$ cat config.mk
export PLATFORM = sky130hd
export DESIGN_NAME = periodic_timer_slot_table_top
export DESIGN_NICKNAME = d
export VERILOG_FILES = /design/src/ptst_pkg.sv /design/src/ptst_cell.sv /design/src/periodic_timer_slot_table_top.sv
export SDC_FILE = /design/constraint.sdc
export NUM_CORES = 2
export LEC_CHECK = 0
export BUFFER_PORTS_ARGS = -buffer_cell sky130_fd_sc_hd__buf_2
export CELL_PAD_IN_SITES_DETAIL_PLACEMENT = 0
export CELL_PAD_IN_SITES_GLOBAL_PLACEMENT = 1
export CORE_ASPECT_RATIO = 0.9
export CORE_MARGIN = 2
export CORE_UTILIZATION = 50
export DETAILED_ROUTE_END_ITERATION = 7
export HOLD_SLACK_MARGIN = 0.15
export PLACE_DENSITY = 0.88
export SYNTH_ARGS = -nofsm -noshare
export SYNTH_HDL_FRONTEND = slang
export SYNTH_SLANG_ARGS = --single-unit
$ cat constraint.sdc
create_clock -name clk_i -period 14.2 [get_ports clk_i]
set_input_delay 1.42 -clock clk_i [delete_from_list [all_inputs] [get_ports clk_i]]
set_output_delay 1.42 -clock clk_i [all_outputs]
set_load 0.02 [all_outputs]
$ cat src/ptst_pkg.sv
// Package: shared types and constants for the periodic timer slot table.
`timescale 1ns / 1ps
package ptst_pkg;

  localparam int unsigned SlotsDefault = 16;
  localparam logic [15:0] TicksPerMsReset = 16'd100;
  localparam int unsigned MsWidth = 48;

  // operation codes
  localparam logic [1:0] OpTick     = 2'd0;
  localparam logic [1:0] OpRegister = 2'd1;
  localparam logic [1:0] OpClearMs  = 2'd2;
  localparam logic [1:0] OpAnswer   = 2'd3;

  // result kinds
  localparam logic [2:0] KindDone     = 3'd0;
  localparam logic [2:0] KindFired    = 3'd1;
  localparam logic [2:0] KindRegister = 3'd2;
  localparam logic [2:0] KindRejected = 3'd3;
  localparam logic [2:0] KindFull     = 3'd4;

  typedef struct packed {
    logic        used;
    logic        pending;
    logic [31:0] period;
    logic [31:0] elapsed;
    logic [7:0]  handler;
    logic [15:0] tag;
  } slot_rec_t;

  typedef enum logic [1:0] {
    StIdle,
    StWalk,
    StFinal
  } state_e;

endpackage

$ cat src/ptst_cell.sv
// One slot cell of the timer ring: holds a slot record, shifts or loads.
`timescale 1ns / 1ps
module ptst_cell (
  input  logic              clk_i,
  input  logic              rst_ni,
  input  logic              shift_i,
  input  ptst_pkg::slot_rec_t shift_rec_i,
  input  logic              wr_i,
  input  ptst_pkg::slot_rec_t wr_rec_i,
  output ptst_pkg::slot_rec_t rec_o
);

  ptst_pkg::slot_rec_t rec_q, rec_d;

  always_comb begin
    rec_d = rec_q;
    if (shift_i) begin
      rec_d = shift_rec_i;
    end else if (wr_i) begin
      rec_d = wr_rec_i;
    end
  end

  // whole record cleared on reset: slot free, not pending
  always_ff @(posedge clk_i or negedge rst_ni) begin
    if (!rst_ni) begin
      rec_q <= '0;
    end else begin
      rec_q <= rec_d;
    end
  end

  assign rec_o = rec_q;

endmodule

$ cat src/periodic_timer_slot_table_top.sv
// Top level: prescaler, counters, control sequencer and the ring of slot cells.
// Register, clear and answer items and ticks that give no millisecond step each give
// one registered result; a millisecond step rotates the ring once past the head, one
// slot per cycle while the result side is free, and then sends the closing item.
// Throughput: one item at a time; back-pressure on the result side stalls the ring.
// Reset (async, active low): counters zero, all slots free, ticks_per_ms 100.
`timescale 1ns / 1ps
module periodic_timer_slot_table_top #(
  parameter int unsigned SLOTS = ptst_pkg::SlotsDefault
) (
  input  logic        clk_i,
  input  logic        rst_ni,
  input  logic        cfg_wr_en_i,
  input  logic [15:0] cfg_wr_data_i,   // ticks_per_ms
  input  logic        s_axis_tvalid,
  output logic        s_axis_tready,
  input  logic [1:0]  s_axis_tuser,    // operation
  // [0] interval_event, [32:1] interval_ms, [40:33] handler_id,
  // [56:41] user_tag, [60:57] answer_slot, [61] keep, [63:62] zero
  input  logic [63:0] s_axis_tdata,
  output logic        m_axis_tvalid,
  input  logic        m_axis_tready,
  output logic [2:0]  m_axis_tuser,    // result_kind
  // [3:0] slot, [11:4] fired_handler, [27:12] fired_tag,
  // [75:28] ms_count, [83:76] error_count, [87:84] zero
  output logic [87:0] m_axis_tdata,
  output logic        m_axis_tlast
);

  localparam int unsigned IW = (SLOTS > 1) ? $clog2(SLOTS) : 1;
  localparam int unsigned MW = ptst_pkg::MsWidth;

  // input fields
  logic [1:0]  in_op;
  logic        in_ev;
  logic [31:0] in_ivl;
  logic [7:0]  in_hid;
  logic [15:0] in_tag;
  logic [3:0]  in_asl;
  logic        in_keep;

  assign in_op   = s_axis_tuser;
  assign in_ev   = s_axis_tdata[0];
  assign in_ivl  = s_axis_tdata[32:1];
  assign in_hid  = s_axis_tdata[40:33];
  assign in_tag  = s_axis_tdata[56:41];
  assign in_asl  = s_axis_tdata[60:57];
  assign in_keep = s_axis_tdata[61];

  // state
  ptst_pkg::state_e state_q, state_d;
  logic [15:0]   tpm_q;
  logic [15:0]   sub_q, sub_d;
  logic [MW-1:0] ms_q, ms_d;
  logic [7:0]    err_q, err_d;
  logic [IW-1:0] idx_q, idx_d;

  // result register
  logic          ov_q, ov_d;
  logic [2:0]    okind_q, okind_d;
  logic [3:0]    oslot_q, oslot_d;
  logic [7:0]    ohid_q, ohid_d;
  logic [15:0]   otag_q, otag_d;
  logic          olast_q, olast_d;

  // ring
  ptst_pkg::slot_rec_t rec [SLOTS];
  ptst_pkg::slot_rec_t tail_rec;
  ptst_pkg::slot_rec_t wr_rec;
  logic [SLOTS-1:0]    wr_sel;
  logic                shift;

  for (genvar k = 0; k < SLOTS; k++) begin : g_cell
    ptst_pkg::slot_rec_t nb;
    if (k == SLOTS - 1) begin : g_tail
      assign nb = tail_rec;
    end else begin : g_mid
      assign nb = rec[k+1];
    end
    ptst_cell u_cell (
      .clk_i       (clk_i),
      .rst_ni      (rst_ni),
      .shift_i     (shift),
      .shift_rec_i (nb),
      .wr_i        (wr_sel[k]),
      .wr_rec_i    (wr_rec),
      .rec_o       (rec[k])
    );
  end

  // lowest free slot
  logic          free_found;
  logic [IW-1:0] free_idx;
  always_comb begin
    free_found = 1'b0;
    free_idx   = '0;
    for (int k = SLOTS - 1; k >= 0; k--) begin
      if (!rec[k].used) begin
        free_found = 1'b1;
        free_idx   = IW'(k);
      end
    end
  end

  // answer target
  logic [6:0]    asl_ext;
  logic          asl_ok;
  logic [IW-1:0] asl_idx;
  assign asl_ext = {3'b000, in_asl};
  assign asl_ok  = asl_ext < 7'(SLOTS);
  assign asl_idx = IW'(asl_ext);

  // head update during the walk
  ptst_pkg::slot_rec_t head;
  logic [31:0] head_el;
  logic        head_fire;
  assign head    = rec[0];
  assign head_el = head.elapsed + 32'd1;
  always_comb begin
    tail_rec  = head;
    head_fire = 1'b0;
    if (head.used && !head.pending) begin
      tail_rec.elapsed = head_el;
      if (head_el >= head.period) begin
        tail_rec.pending = 1'b1;
        head_fire        = 1'b1;
      end
    end
  end

  logic       out_free;
  logic       accept;
  logic [6:0] idx_wide;
  logic [15:0] sub_inc;
  assign out_free      = !ov_q || m_axis_tready;
  assign s_axis_tready = (state_q == ptst_pkg::StIdle) && out_free;
  assign accept        = s_axis_tvalid && s_axis_tready;
  assign idx_wide      = 7'(idx_q);
  assign sub_inc       = sub_q + 16'd1;

  // next state
  always_comb begin
    state_d = state_q;
    unique case (state_q)
      ptst_pkg::StIdle: begin
        if (accept && in_op == ptst_pkg::OpTick && in_ev && sub_inc >= tpm_q) begin
          state_d = ptst_pkg::StWalk;
        end
      end
      ptst_pkg::StWalk: begin
        if (out_free && idx_q == IW'(SLOTS - 1)) begin
          state_d = ptst_pkg::StFinal;
        end
      end
      ptst_pkg::StFinal: begin
        if (out_free) begin
          state_d = ptst_pkg::StIdle;
        end
      end
      default: state_d = ptst_pkg::StIdle;
    endcase
  end

  // datapath and results
  always_comb begin
    sub_d   = sub_q;
    ms_d    = ms_q;
    err_d   = err_q;
    idx_d   = idx_q;
    shift   = 1'b0;
    wr_sel  = '0;
    wr_rec  = rec[asl_idx];
    ov_d    = ov_q && !m_axis_tready;
    okind_d = okind_q;
    oslot_d = oslot_q;
    ohid_d  = ohid_q;
    otag_d  = otag_q;
    olast_d = olast_q;
    unique case (state_q)
      ptst_pkg::StIdle: begin
        idx_d = '0;
        if (accept) begin
          ov_d    = 1'b1;
          okind_d = ptst_pkg::KindDone;
          oslot_d = '0;
          ohid_d  = '0;
          otag_d  = '0;
          olast_d = 1'b1;
          case (in_op)
            ptst_pkg::OpTick: begin
              if (!in_ev) begin
                err_d = err_q + 8'd1;
              end else if (sub_inc >= tpm_q) begin
                sub_d = '0;
                ms_d  = ms_q + MW'(1);
                ov_d  = 1'b0;
              end else begin
                sub_d = sub_inc;
              end
            end
            ptst_pkg::OpRegister: begin
              if (in_hid == 8'd0 || in_ivl == 32'd0) begin
                okind_d = ptst_pkg::KindRejected;
              end else if (!free_found) begin
                okind_d = ptst_pkg::KindFull;
              end else begin
                wr_rec.used     = 1'b1;
                wr_rec.pending  = 1'b0;
                wr_rec.period   = in_ivl;
                wr_rec.elapsed  = '0;
                wr_rec.handler  = in_hid;
                wr_rec.tag      = in_tag;
                wr_sel[free_idx] = 1'b1;
                okind_d = ptst_pkg::KindRegister;
                oslot_d = 4'(7'(free_idx));
              end
            end
            ptst_pkg::OpClearMs: begin
              ms_d = '0;
            end
            ptst_pkg::OpAnswer: begin
              if (!asl_ok || !rec[asl_idx].pending) begin
                okind_d = ptst_pkg::KindRejected;
              end else begin
                wr_rec.pending = 1'b0;
                if (in_keep) begin
                  wr_rec.elapsed = '0;
                end else begin
                  wr_rec.used = 1'b0;
                end
                wr_sel[asl_idx] = 1'b1;
              end
            end
            default: ;
          endcase
        end
      end
      ptst_pkg::StWalk: begin
        if (out_free) begin
          shift = 1'b1;
          idx_d = idx_q + IW'(1);
          if (head_fire) begin
            ov_d    = 1'b1;
            okind_d = ptst_pkg::KindFired;
            oslot_d = idx_wide[3:0];
            ohid_d  = head.handler;
            otag_d  = head.tag;
            olast_d = 1'b0;
          end
        end
      end
      ptst_pkg::StFinal: begin
        if (out_free) begin
          ov_d    = 1'b1;
          okind_d = ptst_pkg::KindDone;
          oslot_d = '0;
          ohid_d  = '0;
          otag_d  = '0;
          olast_d = 1'b1;
        end
      end
      default: ;
    endcase
  end

  always_ff @(posedge clk_i or negedge rst_ni) begin
    if (!rst_ni) begin
      state_q <= ptst_pkg::StIdle;
      tpm_q   <= ptst_pkg::TicksPerMsReset;
      sub_q   <= '0;
      ms_q    <= '0;
      err_q   <= '0;
      idx_q   <= '0;
      ov_q    <= 1'b0;
    end else begin
      state_q <= state_d;
      if (cfg_wr_en_i) begin
        tpm_q <= cfg_wr_data_i;
      end
      sub_q <= sub_d;
      ms_q  <= ms_d;
      err_q <= err_d;
      idx_q <= idx_d;
      ov_q  <= ov_d;
    end
  end

  always_ff @(posedge clk_i) begin
    okind_q <= okind_d;
    oslot_q <= oslot_d;
    ohid_q  <= ohid_d;
    otag_q  <= otag_d;
    olast_q <= olast_d;
  end

  assign m_axis_tvalid = ov_q;
  assign m_axis_tuser  = okind_q;
  assign m_axis_tlast  = olast_q;
  assign m_axis_tdata  = {4'b0000, err_q, ms_q, otag_q, ohid_q, oslot_q};

endmodule

### Yosys cells after proc, flatten, opt, wreduce, memory -nomap -nowiden

Index checks and enable logic that the tools add are counted.

| word-level totals | value |
|---|---|
| bits in registers | 1567 |
| input bits | 87 |
| output and inout port bits | 94 |

| cells by class | value |
|---|---|
| $add $sub $neg | 5 |
| order comparisons | 8 |
| equal/unequal tests | 14 |
| muxes and demuxes | 146 |
| bitwise operators | 2 |
| reduce and logical (&&, ||, !) cells | 47 |

Operator list:

| kind | number |
|---|---|
| 90-bit 2-to-1 mux | 38 |
| 90-bit binary-select mux with 4-bit select | 1 |
| 16-bit 2-to-1 mux | 10 |
| 32-bit 2-to-1 mux | 4 |
| 4-bit 2-to-1 mux | 24 |
| 48-bit 2-to-1 mux | 2 |
| 48-bit one-hot mux with 2 select lines | 1 |
| 32-bit one-hot mux with 2 select lines | 1 |
| 48-bit by 1-bit adder with 48-bit output (second input constant) | 1 |
| 16-bit one-hot mux with 3 select lines | 1 |
| 1-bit 2-to-1 mux | 36 |
| 2-bit nonzero test | 18 |
| 32-bit by 1-bit adder with 32-bit output (second input constant) | 1 |
| 32-bit greater-or-equal comparator | 1 |
| 32-bit zero test | 1 |
| 8-bit 2-to-1 mux | 4 |
| 16-bit one-hot mux with 2 select lines | 1 |
| 24-bit 2-to-1 mux | 1 |
| 8-bit one-hot mux with 3 select lines | 1 |
| 3-bit 2-to-1 mux | 6 |
| 16-bit by 1-bit adder with 16-bit output (second input constant) | 1 |
| 16-bit greater-or-equal comparator | 1 |
| 4-bit by 5-bit < comparator with 1-bit output (second input constant) | 3 |
| 2-bit != test (second input constant) | 6 |
| other kinds (29) | 58 |

### Depth between registers and ports, before layout

| depth | value |
|---|---|
| word-level depth | 27 |
| depth in mapped cells | 18 |
| depth with buffers taken out | 15 |

### Modules after synthesis

Synthesis repeated with hierarchy kept, for this count alone.

| unflattened totals | value |
|---|---|
| cell total of the unflattened synthesis | 7992 |
| area total of the unflattened synthesis | 88695.1 µm² |

Modules (own cells, without submodules):

| module | times used | cells each | area each (µm²) | sequential area each (µm²) |
|---|---|---|---|---|
| ptst_cell | 16 | 390 | 4236.6 | 2252.2 |
| periodic_timer_slot_table_top | 1 | 1752 | 20910.1 | 3342.0 |

### Least setup slack after synthesis

Ideal clock, no wire load.

| timing path | value |
|---|---|
| path type | flip-flop to flip-flop |
| from | register g_cell[0].u_cell.rec_q, in the netlist g_cell[0].u_cell.rec_o[24] |
| to | register olast_q (netlist: m_axis_tlast), enable pin |
| data arrival time | 5.303 ns |
| required time | 13.739 ns |
| slack | 8.436 ns |
| stages on the path, launching flop included | 15 |
| path buffers | 1 |
| period minus slack after synthesis | 5.764 ns |
| cell sequence | dfrtp_1 ha_1 nand3_1 or3_1 or3b_2 buf_2 nor3_1 xor2_1 ha_1 o21a_1 a211oi_1 o21ai_0 o211ai_1 o21a_1 nor3_1 |

| on the way | value |
|---|---|
| longest elaborated chain between the ends | 6 |

Ends and longest elaborated chain:

| element | RTL line | source |
|---|---|---|
| start, declared | ptst_cell.sv:13 | `ptst_pkg::slot_rec_t rec_q, rec_d;` |
| start signal, assigned | ptst_cell.sv:29 | `rec_q <= rec_d;` |
| 32-bit by 1-bit adder with 32-bit output | periodic_timer_slot_table_top.sv:118 | `assign head_el = head.elapsed + 32'd1;` |
| 32-bit greater-or-equal comparator | periodic_timer_slot_table_top.sv:124 | `if (head_el >= head.period) begin` |
| 1-bit 2-to-1 mux | periodic_timer_slot_table_top.sv:124 |  |
| 1-bit 2-to-1 mux | periodic_timer_slot_table_top.sv:122 | `if (head.used && !head.pending) begin` |
| 2-bit != test (no source line) | - |  |
| 5-bit AND reduction (no source line) | - |  |
| end signal, assigned | periodic_timer_slot_table_top.sv:293 | `olast_q <= olast_d;` |
| end, declared | periodic_timer_slot_table_top.sv:64 | `logic olast_q, olast_d;` |

No other way between the ends.
A chain may end at the register's enable or synchronous reset.

### Worst setup path in the final report

| timing path | value |
|---|---|
| from | input port s_axis_tdata[9] |
| to | register g_cell[11].u_cell.rec_q, in the netlist g_cell[11].u_cell.rec_o[78] |

| on the way | value |
|---|---|
| longest elaborated chain between the ends | 8 |
| elaborated cells on any way between the ends | 13 |
| classes of those cells | mux (10); reduce/logical (3) |

Ends and longest elaborated chain:

| element | RTL line | source |
|---|---|---|
| start, declared | periodic_timer_slot_table_top.sv:20 | `input logic [63:0] s_axis_tdata,` |
| 32-bit zero test * | periodic_timer_slot_table_top.sv:202 | `if (in_hid == 8'd0 \|\| in_ivl == 32'd0) begin` |
| 1-bit logical OR * | periodic_timer_slot_table_top.sv:202 |  |
| 90-bit 2-to-1 mux | periodic_timer_slot_table_top.sv:202 |  |
| 32-bit 2-to-1 mux | periodic_timer_slot_table_top.sv:189 | `case (in_op)` |
| 90-bit 2-to-1 mux | periodic_timer_slot_table_top.sv:182 | `if (accept) begin` |
| 90-bit 2-to-1 mux | periodic_timer_slot_table_top.sv:179 | `unique case (state_q)` |
| 90-bit 2-to-1 mux | ptst_cell.sv:19 | `end else if (wr_i) begin` |
| 90-bit 2-to-1 mux | ptst_cell.sv:17 | `if (shift_i) begin` |
| end signal, assigned | ptst_cell.sv:29 |  |
| end, declared | ptst_cell.sv:13 |  |

Mark *: on every way between the ends. The rest lies on a longest branch, timed or not. The select of a mux whose other input is x is not followed.

==> run metrics <==
internal power=a little under 9 mW; drt wl/cell=~26 um; hpwl dp=approximately 140000 um; pwr/cell area=144 mW/mm^2; post-synthesis sequential area ratio=0.487; Post-Synthesis Cells=about 7600; CORE AREA=0.160 sq mm; Max-cap violations=0; FF+latch count, synth=1567; final WL=249000 um; largest net degree at the start of global routing=221; Ys Warns=0; Slew HR=0.160; CTS Root Cell=clkbuf_16; RD Place Congestion=0.850; number of routed nets with antenna violations=0; CP required=14.95 ns; Bufs on Longest Clock Path=3; RSZ-0062 raised after global routing=no; critical path launch point type=input port; Reg power frac=0.458; drt via density=6.71; Num CTS Buffers=161; Initial Utilization=0.505; clock-pin slew on the worst setup and hold paths=0.06 ns; number of core rows=~140; fin crit period=between 6 and 7 ns; DR vias=64400; clock sink total=1567; DRC violation total after the first TritonRoute iteration=9042; Psw=around 3.9 mW; Slew Limit Fails=0; crit path max fanout=37; CP max stage cell=buf_4; Final TNS setup=0 ns; antenna violations before repair=9; endpoints failing hold=0; CTS tree=done; worst ir drop on vdd=0.000126 V; dpl cells=9285; worst path cell trace=buf_2 -> nor4_1 -> nand4_1 -> o21ai_2 -> nor4_2 -> a21o_2 -> nor2_4 -> buf_4 -> buf_4 -> a221o_1; Overflow after GRT=0; I/O Pins=181; worst slew pin tran=1.26 ns; CP max stage delay=0.91 ns; finished layout cell area=0.0877 sq mm; first-pass GRT wire length=382000 um; layout cells sized above 1=0.153; CP Class=in2reg; Critical Path End Type=flop; fin util=0.548; switch share=0.312; Worst Hold Class=reg2reg; cell family with most CP delay=simple AND/OR/NAND/NOR gates; synth unique cells=81; number of post-CTS setup repair buffers=0; CTS Hold Buffers Added=0; Nets=around 7500; final std cells w/o fill=approximately 9600; status=completed; synth-to-layout area growth=8.48%; chip height=385 um; Avg Cell Area, Syn=10.6 sq um; fillcell total=about 14000; post-synthesis cell area=about 0.081 sq mm; Critical path buffers and inverters=3; Die W=between 400 and 500 um; Leak Pwr=37.4 nW; Worst EP arrival=7.37 ns; ys async rst share=0.980; clock latency on the worst-skew pair=0.82 ns; most used cell, CP=buf_4; Top FF cell, synth=dfrtp_1; FMAX=around 150 MHz; Combinational Power Share=0.195; first-pass iteration count of the detailed router=6; CTS HTree Levels=4; flop-to-flop setup slack=8.30 ns; EDFF count, synth=32; GRT Total Usage=0.299; Final Setup Violations=0; Placed Area=a little over 0.08 sq mm; clock power share=0.346; DRC violations left=0; die area=0.165 sq mm; port bufs=174; post-CTS sizing=0; vias in the first global route=between 60000 and 70000; Final Skew=0.0305 ns; fin crit share=0.466
==> per-stage QoR <==
step | hold WS (ns) | setup WS, ns | power, mW
after floorplan | 0.463 | 8.44 | 7.46
after global placement | 0.471 | 7.07 | 8.15
after detailed placement | 0.484 | 7.05 | 8.27
after CTS | 0.497 | 7.92 | 12.6
after global routing | 0.507 | 7.52 | 13.1
final | 0.495 | 7.58 | 12.6
==> cell type report <==
type,count,area (sq um),area share
sequential,1567,39400,0.449
multi-input combinational,5206,38000,0.434
clock buffer,240,4710,0.0537
tap,2115,2650,0.0302
timing repair buffer,290,1880,0.0214
clock inverter,56,654,0.00746
inverter,107,402,0.00458
antenna,3,7.51,0.0000856
==> sequential cells by signal, summed over array words and instances, names as in the netlist, 2 cells and up <==
signal	flops
sub_q	16
err_q	8
idx_q	4
tpm_q	16
g_cell.u_cell.rec_o	1440
state_q	2
ohid_q	8
ms_q	48
oslot_q	4
m_axis_tuser	3
otag_q	16
==> layout by cell type (no fill, tap or decap), drive strengths merged, types with 5 or more instances in the layout <==
master and n:
mux2i 6, xnor2 48, nor3 24, nand4 35, mux2 5, buf 289, and2 35, clkinv 36
clkbuf 241, a22o 74, nand2b 9, o21ai 202, nand2 938, nor2b 12, and3 23, a211oi 11
a21o 79, a221o 307, or4 30, dfrtp 1532, mux4 451, and4 17, ha 57, o221ai 31
edfxtp 32, xor2 37, a31oi 485, o21a 6, nor2 1104, a22oi 346, nand3 57, or3 25
bufinv 8, o31ai 26, a21oi 644, o22ai 10, nor4 21, inv 119
==> power groups by stage <==
stage	clock network (mW)	registers [mW]	logic (mW)
after global placement	0	5.79	2.36
after floorplan	0	5.62	1.84
after CTS	4.41	5.76	2.45
after global routing	4.59	5.86	2.69
final	4.36	5.77	2.46
after detailed placement	0	5.83	2.44
==> layer usage <==
layer,routed length [um],vias up,global-route usage
met1,101000,32600,0.425
met4,10000,4,0.117
met5,16,-,0
li1,-,27600,-
met2,112000,3541,0.452
met3,25800,593,0.0625
==> Yosys cell counts (26+ instances only) <==
| master | instances | area, sq um |
|---|---|---|
| or4_1 | 30 | 225 |
| o21ai_0 | 198 | 991 |
| a22oi_4 | 53 | 1130 |
| clkbuf_1 | 419 | 1570 |
| a21oi_1 | 643 | 3220 |
| nand2_1 | 938 | 3520 |
| o221ai_1 | 31 | 272 |
| a31oi_1 | 455 | 2850 |
| ha_1 | 57 | 713 |
| a22oi_1 | 290 | 2180 |
| xnor2_1 | 48 | 420 |
| nand3_1 | 57 | 285 |
| a22o_1 | 74 | 648 |
| xor2_1 | 37 | 324 |
| mux4_2 | 451 | 10200 |
| nand4_1 | 34 | 213 |
| nor2_1 | 1102 | 4140 |
| buf_1 | 40 | 150 |
| inv_1 | 107 | 402 |
| edfxtp_1 | 32 | 961 |
| and2_1 | 34 | 213 |
| o31ai_1 | 26 | 195 |
| a221o_1 | 307 | 3070 |
| a31oi_4 | 30 | 638 |
| dfrtp_1 | 1532 | 38300 |
| buf_2 | 257 | 1290 |
| a21o_1 | 79 | 593 |
==> final timing paths <==
| kind | cells after the start | endpoint | start |
|---|---|---|---|
| max | 10 | g_cell[11].u_cell.rec_o[78]$_DFFE_PN0P_ | s_axis_tdata[9] |
| min in group asynchronous | 1 | g_cell[0].u_cell.rec_o[2]$_DFFE_PN0P_ | rst_ni |
| max in group asynchronous | 4 | g_cell[9].u_cell.rec_o[73]$_DFFE_PN0P_ | rst_ni |
| min | 1 | err_q[4]$_DFFE_PN0P_ | err_q[4]$_DFFE_PN0P_ |
| max reg2reg | 11 | g_cell[1].u_cell.rec_o[82]$_DFFE_PN0P_ | state_q[1]$_DFFE_PN0P_ |
| min reg2reg | 1 | err_q[4]$_DFFE_PN0P_ | err_q[4]$_DFFE_PN0P_ |
==> logic make-up (layout without fill, tap and decap cells) <==
| kind of cell | Yosys count | in the layout | share of synthesized area |
|---|---|---|---|
| AND/OR/NAND/NOR | 2341 | 2341 | 0.119 |
| AO/OA/AOI/OAI | 2257 | 2257 | 0.203 |
| flip-flops | 1567 | 1567 | 0.487 |
| buffers and inverters | 859 | 693 | 0.0462 |
| multiplexers | 462 | 462 | 0.127 |
| XOR/XNOR | 85 | 85 | 0.00921 |
| adder cells (fa/ha/maj) | 57 | 57 | 0.00882 |
| other | 1 | 7 | 0.0000464 |
No activity file was read; power rests on OpenSTA's default activity.
